==> src/hw/rtl/q8bd_pkg.sv <==
// shared types and constants for the q8 block dequantizer
`timescale 1ns / 1ps
`default_nettype none
package q8bd_pkg;

  localparam int unsigned LANES     = 8;
  localparam int unsigned W_WIDTH   = 8;
  localparam int unsigned HALF_W    = 16;
  localparam int unsigned SINGLE_W  = 32;
  localparam int unsigned SIG_W     = 11;
  localparam int unsigned HEXP_W    = 5;
  localparam int unsigned PROD_W    = W_WIDTH + SIG_W - 1;
  localparam int unsigned POS_W     = $clog2(PROD_W);

  // single exponent = lead position + half exponent + (127 - 15 - 10)
  localparam logic [7:0]  EXP_OFFSET = 8'd102;
  localparam logic [4:0]  HEXP_MAX   = 5'h1F;
  localparam logic [31:0] CANON_NAN  = 32'h7FC0_0000;
  localparam logic [31:0] INF_BITS   = 32'h7F80_0000;

  // decoded half-precision scale
  typedef struct packed {
    logic              sign;
    logic [HEXP_W-1:0] exp_eff;
    logic [SIG_W-1:0]  sig;
    logic              is_inf;
    logic              is_nan;
  } scale_t;

  typedef logic [SINGLE_W-1:0] value_t;

endpackage
`default_nettype wire

==> src/hw/rtl/q8bd_in_if.sv <==
// input channel: scale word, eight weights and last-group flag
`timescale 1ns / 1ps
`default_nettype none
interface q8bd_in_if;
  logic              valid;
  logic              ready;
  logic [15:0]       scale_half;
  logic signed [7:0] weight_0;
  logic signed [7:0] weight_1;
  logic signed [7:0] weight_2;
  logic signed [7:0] weight_3;
  logic signed [7:0] weight_4;
  logic signed [7:0] weight_5;
  logic signed [7:0] weight_6;
  logic signed [7:0] weight_7;
  logic              last_group;

  modport source (output valid, scale_half, weight_0, weight_1, weight_2, weight_3,
                  weight_4, weight_5, weight_6, weight_7, last_group, input ready);
  modport sink   (input valid, scale_half, weight_0, weight_1, weight_2, weight_3,
                  weight_4, weight_5, weight_6, weight_7, last_group, output ready);
endinterface
`default_nettype wire

==> src/hw/rtl/q8bd_out_if.sv <==
// output channel: eight single-precision values and last flag
`timescale 1ns / 1ps
`default_nettype none
interface q8bd_out_if;
  logic        valid;
  logic        ready;
  logic [31:0] value_0;
  logic [31:0] value_1;
  logic [31:0] value_2;
  logic [31:0] value_3;
  logic [31:0] value_4;
  logic [31:0] value_5;
  logic [31:0] value_6;
  logic [31:0] value_7;
  logic        last_out;

  modport source (output valid, value_0, value_1, value_2, value_3, value_4, value_5,
                  value_6, value_7, last_out, input ready);
  modport sink   (input valid, value_0, value_1, value_2, value_3, value_4, value_5,
                  value_6, value_7, last_out, output ready);
endinterface
`default_nettype wire

==> src/hw/rtl/q8_block_dequantizer.sv <==
// top level: scale decode, eight lanes, result register and output register
//
// Q8_0 group dequantizer. Each input beat carries one group of eight signed
// 8-bit weights with the half-precision scale of their block; each output
// beat carries the eight exact single-precision products plus the copied
// last flag. NaN results come out as 0x7FC00000. A beat passes the lane
// result register, then the output register; one beat is taken every cycle
// while the output side keeps taking beats. These two registers form a
// two-deep pipeline, so a new beat is accepted while a finished one waits.
// No clearing pass or configuration.
`timescale 1ns / 1ps
`default_nettype none
module q8_block_dequantizer
  import q8bd_pkg::*;
(
  input  wire         clk_i,
  input  wire         rst_ni,
  q8bd_in_if.sink     in_i,
  q8bd_out_if.source  out_o
);

  scale_t                  scale;
  logic [W_WIDTH-1:0]      weights [LANES];
  value_t                  lane_val [LANES];
  value_t                  s1_val_q [LANES];
  value_t                  out_val_q [LANES];
  logic                    s1_last_q, out_last_q;
  logic                    s1_valid_q, s1_valid_d;
  logic                    out_valid_q, out_valid_d;
  logic                    s1_move, in_take;

  assign weights[0] = in_i.weight_0;
  assign weights[1] = in_i.weight_1;
  assign weights[2] = in_i.weight_2;
  assign weights[3] = in_i.weight_3;
  assign weights[4] = in_i.weight_4;
  assign weights[5] = in_i.weight_5;
  assign weights[6] = in_i.weight_6;
  assign weights[7] = in_i.weight_7;

  q8bd_scale_dec u_scale (
    .scale_half_i (in_i.scale_half),
    .scale_o      (scale)
  );

  // lanes side by side
  for (genvar g = 0; g < LANES; g++) begin : g_lane
    q8bd_lane u_lane (
      .weight_i (weights[g]),
      .scale_i  (scale),
      .value_o  (lane_val[g])
    );
  end

  // handshake of the two stages
  assign s1_move    = s1_valid_q && (!out_valid_q || out_o.ready);
  assign in_i.ready = !s1_valid_q || s1_move;
  assign in_take    = in_i.valid && in_i.ready;

  always_comb begin
    s1_valid_d  = in_take ? 1'b1 : (s1_move ? 1'b0 : s1_valid_q);
    out_valid_d = s1_move ? 1'b1 : (out_o.ready ? 1'b0 : out_valid_q);
  end

  always_ff @(posedge clk_i or negedge rst_ni) begin
    if (!rst_ni) begin
      s1_valid_q  <= 1'b0;
      out_valid_q <= 1'b0;
    end else begin
      s1_valid_q  <= s1_valid_d;
      out_valid_q <= out_valid_d;
    end
  end

  // payload registers, merged into one output beat
  always_ff @(posedge clk_i) begin
    if (in_take) begin
      s1_val_q  <= lane_val;
      s1_last_q <= in_i.last_group;
    end
    if (s1_move) begin
      out_val_q  <= s1_val_q;
      out_last_q <= s1_last_q;
    end
  end

  assign out_o.valid    = out_valid_q;
  assign out_o.value_0  = out_val_q[0];
  assign out_o.value_1  = out_val_q[1];
  assign out_o.value_2  = out_val_q[2];
  assign out_o.value_3  = out_val_q[3];
  assign out_o.value_4  = out_val_q[4];
  assign out_o.value_5  = out_val_q[5];
  assign out_o.value_6  = out_val_q[6];
  assign out_o.value_7  = out_val_q[7];
  assign out_o.last_out = out_last_q;

endmodule
`default_nettype wire

==> src/hw/rtl/q8bd_scale_dec.sv <==
// half-precision scale decode shared by all lanes
`timescale 1ns / 1ps
`default_nettype none
module q8bd_scale_dec
  import q8bd_pkg::*;
(
  input  logic [HALF_W-1:0] scale_half_i,
  output scale_t            scale_o
);

  logic [HEXP_W-1:0] hexp;
  logic [SIG_W-2:0]  man;

  assign hexp = scale_half_i[HALF_W-2 -: HEXP_W];
  assign man  = scale_half_i[SIG_W-2:0];

  // subnormals share the exponent of the smallest normal, no hidden bit
  always_comb begin
    scale_o.sign    = scale_half_i[HALF_W-1];
    scale_o.exp_eff = (hexp == '0) ? HEXP_W'(1) : hexp;
    scale_o.sig     = {(hexp != '0), man};
    scale_o.is_inf  = (hexp == HEXP_MAX) && (man == '0);
    scale_o.is_nan  = (hexp == HEXP_MAX) && (man != '0);
  end

endmodule
`default_nettype wire

==> src/hw/rtl/q8bd_lane.sv <==
// one lane: exact weight times scale, packed as single precision
`timescale 1ns / 1ps
`default_nettype none
module q8bd_lane
  import q8bd_pkg::*;
(
  input  logic [W_WIDTH-1:0] weight_i,
  input  scale_t             scale_i,
  output value_t             value_o
);

  logic               wneg;
  logic               sign;
  logic [W_WIDTH-1:0] mag;
  logic [PROD_W-1:0]  prod;
  logic [PROD_W-1:0]  norm;
  logic [POS_W-1:0]   lead;
  logic [7:0]         exp_s;

  assign wneg = weight_i[W_WIDTH-1];
  assign sign = wneg ^ scale_i.sign;
  assign mag  = wneg ? W_WIDTH'(-weight_i) : weight_i;
  assign prod = PROD_W'(mag) * PROD_W'(scale_i.sig);

  // leading one position of the product
  always_comb begin
    lead = '0;
    for (int i = 0; i < PROD_W; i++) begin
      if (prod[i]) lead = POS_W'(i);
    end
  end

  assign norm  = prod << (POS_W'(PROD_W - 1) - lead);
  assign exp_s = 8'(lead) + 8'(scale_i.exp_eff) + EXP_OFFSET;

  // special cases first, then the normalized product
  always_comb begin
    if (scale_i.is_nan) begin
      value_o = CANON_NAN;
    end else if (scale_i.is_inf) begin
      value_o = (mag == '0) ? CANON_NAN : (INF_BITS | {sign, 31'b0});
    end else if (prod == '0) begin
      value_o = {sign, 31'b0};
    end else begin
      // fraction bits below the product are always zero
      value_o = {sign, exp_s, norm[PROD_W-2:0], {(SINGLE_W - PROD_W - 8){1'b0}}};
    end
  end

endmodule
`default_nettype wire

==> src/flat_wrapper.sv <==
// flat-port wrapper written by rule: the top's interface ports become plain ports
module q8_block_dequantizer_flat import q8bd_pkg::*;
  (clk_i, rst_ni, in_i_valid, in_i_scale_half, in_i_weight_0, in_i_weight_1, in_i_weight_2, in_i_weight_3, in_i_weight_4, in_i_weight_5, in_i_weight_6, in_i_weight_7, in_i_last_group, in_i_ready, out_o_valid, out_o_value_0, out_o_value_1, out_o_value_2, out_o_value_3, out_o_value_4, out_o_value_5, out_o_value_6, out_o_value_7, out_o_last_out, out_o_ready);
  q8bd_in_if in_i_i ();
  q8bd_out_if out_o_i ();
  input  wire clk_i;
  input  wire rst_ni;
  input wire logic [$bits(in_i_i.valid)-1:0] in_i_valid;
  input wire logic [$bits(in_i_i.scale_half)-1:0] in_i_scale_half;
  input wire logic [$bits(in_i_i.weight_0)-1:0] in_i_weight_0;
  input wire logic [$bits(in_i_i.weight_1)-1:0] in_i_weight_1;
  input wire logic [$bits(in_i_i.weight_2)-1:0] in_i_weight_2;
  input wire logic [$bits(in_i_i.weight_3)-1:0] in_i_weight_3;
  input wire logic [$bits(in_i_i.weight_4)-1:0] in_i_weight_4;
  input wire logic [$bits(in_i_i.weight_5)-1:0] in_i_weight_5;
  input wire logic [$bits(in_i_i.weight_6)-1:0] in_i_weight_6;
  input wire logic [$bits(in_i_i.weight_7)-1:0] in_i_weight_7;
  input wire logic [$bits(in_i_i.last_group)-1:0] in_i_last_group;
  output wire logic [$bits(in_i_i.ready)-1:0] in_i_ready;
  output wire logic [$bits(out_o_i.valid)-1:0] out_o_valid;
  output wire logic [$bits(out_o_i.value_0)-1:0] out_o_value_0;
  output wire logic [$bits(out_o_i.value_1)-1:0] out_o_value_1;
  output wire logic [$bits(out_o_i.value_2)-1:0] out_o_value_2;
  output wire logic [$bits(out_o_i.value_3)-1:0] out_o_value_3;
  output wire logic [$bits(out_o_i.value_4)-1:0] out_o_value_4;
  output wire logic [$bits(out_o_i.value_5)-1:0] out_o_value_5;
  output wire logic [$bits(out_o_i.value_6)-1:0] out_o_value_6;
  output wire logic [$bits(out_o_i.value_7)-1:0] out_o_value_7;
  output wire logic [$bits(out_o_i.last_out)-1:0] out_o_last_out;
  input wire logic [$bits(out_o_i.ready)-1:0] out_o_ready;
  assign in_i_i.valid = in_i_valid;
  assign in_i_i.scale_half = in_i_scale_half;
  assign in_i_i.weight_0 = in_i_weight_0;
  assign in_i_i.weight_1 = in_i_weight_1;
  assign in_i_i.weight_2 = in_i_weight_2;
  assign in_i_i.weight_3 = in_i_weight_3;
  assign in_i_i.weight_4 = in_i_weight_4;
  assign in_i_i.weight_5 = in_i_weight_5;
  assign in_i_i.weight_6 = in_i_weight_6;
  assign in_i_i.weight_7 = in_i_weight_7;
  assign in_i_i.last_group = in_i_last_group;
  assign in_i_ready = in_i_i.ready;
  assign out_o_valid = out_o_i.valid;
  assign out_o_value_0 = out_o_i.value_0;
  assign out_o_value_1 = out_o_i.value_1;
  assign out_o_value_2 = out_o_i.value_2;
  assign out_o_value_3 = out_o_i.value_3;
  assign out_o_value_4 = out_o_i.value_4;
  assign out_o_value_5 = out_o_i.value_5;
  assign out_o_value_6 = out_o_i.value_6;
  assign out_o_value_7 = out_o_i.value_7;
  assign out_o_last_out = out_o_i.last_out;
  assign out_o_i.ready = out_o_ready;
  q8_block_dequantizer u_core (.clk_i(clk_i), .rst_ni(rst_ni), .in_i(in_i_i), .out_o(out_o_i));
endmodule
==> config.mk <==
export PLATFORM = sky130hd
export DESIGN_NAME = q8_block_dequantizer_flat
export DESIGN_NICKNAME = d
export VERILOG_FILES = /design/src/hw/rtl/q8bd_pkg.sv /design/src/hw/rtl/q8bd_in_if.sv /design/src/hw/rtl/q8bd_out_if.sv /design/src/hw/rtl/q8_block_dequantizer.sv /design/src/hw/rtl/q8bd_scale_dec.sv /design/src/hw/rtl/q8bd_lane.sv /design/src/flat_wrapper.sv
export SDC_FILE = /design/constraint.sdc
export NUM_CORES = 2
export LEC_CHECK = 0
export ABC_AREA = 1
export BUFFER_PORTS_ARGS = -buffer_cell sky130_fd_sc_hd__buf_2
export CAP_MARGIN = 5
export CELL_PAD_IN_SITES_DETAIL_PLACEMENT = 1
export CELL_PAD_IN_SITES_GLOBAL_PLACEMENT = 1
export CORE_MARGIN = 4
export CORE_UTILIZATION = 52
export CTS_BUF_LIST = sky130_fd_sc_hd__clkbuf_16
export DETAILED_ROUTE_END_ITERATION = 7
export PLACE_DENSITY = 0.93
export SYNTH_ARGS = -nofsm -noshare
export SYNTH_HDL_FRONTEND = slang
export SYNTH_HIERARCHICAL = 1
export SYNTH_SLANG_ARGS = --single-unit
==> constraint.sdc <==
create_clock -name clk_i -period 31.6 [get_ports clk_i]
set_input_delay 3.16 -clock clk_i [delete_from_list [all_inputs] [get_ports clk_i]]
set_output_delay 3.16 -clock clk_i [all_outputs]
set_load 0.005 [all_outputs]
==> results_tabular.tex <==
\begin{tabular}{lr}
\hline
Metric & Value \\
\hline
\multicolumn{2}{l}{\textbf{Run status}} \\
Run status & finished with violations \\
Violations in the final reports & design-rule violations \\
\multicolumn{2}{l}{\textbf{Clock tree}} \\
\# hold bufs at CTS & 0 \\
Root Driver & clkbuf\_16 \\
Max Buffers Root-to-Sink & 3 \\
Number of buffers inserted during clock tree synthesis & 54 \\
CTS tree & yes \\
Post-cts resize count & 0 \\
CTS sink count & 516 \\
Post-CTS Setup Bufs & 0 \\
Clock transition time at the flip-flop clock pins of the worst setup and hold paths & 0.07 ns \\
Clock insertion delay at the later pin of the skew report & 0.67 ns \\
H-tree depth & 2 \\
\multicolumn{2}{l}{\textbf{Placement}} \\
Weighted congestion reported at the end of routability-driven placement & 0.9156 \\
Count of port buffers added during placement & 343 \\
Sum of net half-perimeters after detailed placement & 127,100 um \\
Count of placed standard cells including taps & 7,666 \\
\multicolumn{2}{l}{\textbf{Global routing}} \\
Vias in the first global route & 47,954 \\
Antenna violations before repair & 9 \\
Global-route wire length before repair & 260,800 um \\
GR Overflow Total & 0 \\
Maximum number of pins on one net before global-route repair & 152 \\
Combined global-route utilization of all metal layers & 31.63\% \\
\multicolumn{2}{l}{\textbf{Setup path}} \\
Depth of the most critical reg-to-reg path & 4 \\
Worst reg2reg path startpoint & u\_core/out\_o.valid\$\_DFFE\_PN0P\_ \\
Reg2Reg Capture Point & u\_core/out\_o.value\_0[31]\$\_DFFE\_PP\_ \\
Worst R2R Setup Slack & 28.15 ns \\
Critical setup path kind & input pin to register \\
Crit Path Max Fanout & 22 \\
Startpoint kind of the worst setup timing path & input pin \\
Start point of the critical path & in\_i\_weight\_4[0] \\
Top cell by count, worst path & inv\_1 \\
Highest-delay cell along the critical path & ha\_1 \\
Crit path arrival time & 11.18 ns \\
Biggest cell delay along the critical path & 0.91 ns \\
Type of destination of the critical path & register \\
Worst Path Required & 32.00 ns \\
\multicolumn{2}{l}{\textbf{Routing}} \\
Vias per cell & 5.622 \\
Total wirelength of the detailed-routed design & 166,200 um \\
Detailed Route Iter0 Violations & 3,102 \\
Remaining antenna violation count after routing & 0 \\
1st-pass router iterations & 8 \\
Vias & 43,711 \\
Average wire per standard cell & 21.37 um \\
Final routed DRC violation total & 3 \\
\multicolumn{2}{l}{\textbf{Finish}} \\
Final-stage net count & 7,352 \\
Multi-input gate area in the final layout & 30,760 um2 \\
Final std cells w/o fill & 7,775 \\
Layout overhead on the synthesized area & 8.551\% \\
Layout fillers & 11,892 \\
Share of cells above drive strength 1 & 13.10\% \\
Area used by sequential logic in the layout & 15,480 um2 \\
\multicolumn{2}{l}{\textbf{Die}} \\
Core Rows & 115 \\
Initial core utilization & 52.55\% \\
\# IOs & 344 \\
Total core area & 98,710 um2 \\
Area enclosed by the die boundary & 104,900 um2 \\
Die X & 323.8 um \\
Chip height & 323.8 um \\
\multicolumn{2}{l}{\textbf{STA}} \\
Setup Skew & 0.02499 ns \\
Unrepaired setup endpoints after global routing & no \\
Final Hold Vio Count & 0 \\
Setup TNS & 0 ns \\
Share of the cycle needed by the critical path after routing & 34.13\% \\
Worst Tran Pin Value & 1.145 ns \\
Max Fclk & 0.09273 GHz \\
Headroom to the max-slew limit & 23.64\% \\
Final Max Slew Viols & 0 \\
Final setup violating endpoints & 0 \\
Time the final worst path needs with I/O delays and setup & 10.78 ns \\
\multicolumn{2}{l}{\textbf{Yosys}} \\
Post-synth top flop & edfxtp\_1 \\
Flip-flop and latch count after synthesis & 516 \\
Syn Area/Cell & 8.466 um2 \\
Cell area after synthesis & 51,870 um2 \\
Adder and majority gate portion of the synthesized area & 26.44\% \\
YS warnings & 6 \\
Number of unique standard cell types used by synthesis & 67 \\
Dominant combinational cell family by area after synthesis & adder cells \\
Register area share after synthesis & 29.85\% \\
Multiplexer share of the synthesized area & 0.2292\% \\
Asr flop ratio synth & 0.3876\% \\
Synth Instances & 6,127 \\
Simple-gate share of the synthesized area & 24.92\% \\
Xor/xnor cell area share of the yosys netlist & 2.246\% \\
Number of flops mapped to enable cells by yosys & 514 \\
Area fraction in compound gates after synthesis & 5.068\% \\
\multicolumn{2}{l}{\textbf{Worst hold path}} \\
Hold Path Origin & u\_core/s1\_val\_q[237]\$\_DFFE\_PP\_ \\
Min-Delay Path Class & register to register \\
Instance count along the most critical hold path & 0 \\
Worst hold endpoint & u\_core/out\_o.value\_0[13]\$\_DFFE\_PP\_ \\
\multicolumn{2}{l}{\textbf{Job}} \\
Max\_cap viols & 0 \\
\hline
\end{tabular}
==> cell families (layout without fill, tap and decap cells) <==
group | after synthesis | after routing
other cells | 8 | 55
buf+inv | 1404 | 1718
flops | 516 | 516
compound gates | 397 | 397
xor+xnor | 103 | 103
simple gates | 2860 | 2860
mux | 7 | 7
fa+ha+maj | 832 | 832
==> how the worst max path moves through the flow <==
stage | end | slack [ns] | cells after the start
2_1_floorplan | u_core/out_o.last_out$_DFFE_PP_ | 15.21 | 2
3_3_place_gp | u_core/s1_val_q[118]$_DFFE_PP_ | 20.46 | 34
3_5_place_dp | u_core/s1_val_q[118]$_DFFE_PP_ | 20.29 | 34
4_1_cts | u_core/s1_val_q[118]$_DFFE_PP_ | 20.95 | 34
5_1_grt | u_core/s1_val_q[118]$_DFFE_PP_ | 20.29 | 38
6_report | u_core/s1_val_q[118]$_DFFE_PP_ | 20.82 | 34
==> synthesized netlist by cell type (11+ instances only) <==
master       n  area (um2)
a21oi_1    103       515.5
a21oi_2     19       166.4
buf_2       17       85.08
buf_4       69       518.0
buf_6       26       292.8
clkbuf_1    33       123.9
clkinv_1    24       90.09
edfxtp_1   514       15430
fa_1       440        8808
ha_1       392        4905
inv_1     1155        4335
inv_2       52       195.2
inv_4       15       93.84
nand2_1   1342        5037
nand2_2     55       344.1
nand2_4     38       427.9
nand3_1    537        2688
nand3b_1    29       217.7
nand4_1     29       181.4
nor2_1     648        2432
nor2_4      12       135.1
nor2_8      11       220.2
nor3_1      29       145.1
nor3_2      36       360.4
o211ai_1    52       390.4
o21ai_0     74       370.4
o21ai_1     44       220.2
o21ai_2     16       140.1
o21bai_1    21       157.7
or2_1       11       68.82
or2_2       45       281.5
xnor2_1     43       376.6
xor2_1      34       297.8
xor2_2      13       211.5
==> through the flow <==
stage	cell area [um2]	hold slack (ns)	util (%)	setup slack [ns]
detailed placement	54510	0.4052	55.23	20.29
finish	56310	0.4162	57.04	20.82
floorplan	52020	0.4003	-	15.21
CTS	56290	0.4192	57.03	20.95
global route	56290	0.4223	57.03	20.29
global placement	54510	0.4001	55.23	20.46
==> routing by layer <==
layer | GRT usage [%] | share of wire (%) | routed length [um]
met1 | 36.97 | 38 | 62510
met4 | 14.60 | 5.3 | 8774
met3 | 6.058 | 6.9 | 11550
met2 | 56.32 | 50 | 83280
met5 | 0 | 0.025 | 41
==> sequential cells by signal, summed over array words and instances, names as in the netlist, 32 cells and up <==
| signal | flops |
|---|---|
| u_core/out_o.value_7 | 32 |
| u_core/out_o.value_6 | 32 |
| u_core/out_o.value_5 | 32 |
| u_core/out_o.value_0 | 32 |
| u_core/out_o.value_3 | 32 |
| u_core/out_o.value_4 | 32 |
| u_core/out_o.value_1 | 32 |
| u_core/s1_val_q | 256 |
| u_core/out_o.value_2 | 32 |
==> cell usage in the layout, fill, tap and decap left out, drive strengths merged, types with 17 or more instances in the layout <==
cell type and instances:
buf 366, clkinv 54, a31oi 17, inv 1236, fa 440, nand4 30
edfxtp 514, o211ai 61, nand3 555, xor2 52, nor2 681, xnor2 51
clkbuf 54, ha 392, conb 48, o21bai 21, nand3b 29, a21oi 130
o21ai 134, nand2 1435, or2 57, nor3 65
==> area by class of cell <==
class	instances	share of cell area [%]
Clock inverter	48	0.7533
Clock buffer	54	2.400
Sequential cell	516	27.50
Inverter	1250	8.449
Antenna cell	7	0.03111
Timing Repair Buffer	366	3.378
Multi-Input combinational cell	4247	54.63
Tap cell	1287	2.860
==> critical path, delay by kind of cell <==
family	cells	cell delay, ns
adder cells (fa/ha/maj)	7	3.46
AO/OA/AOI/OAI	4	1.41
buffers and inverters	11	1.29
AND/OR/NAND/NOR	12	1.84
Power is not shown: default switching activity piles up to over one toggle a cycle in this logic, so the estimate is an artifact.
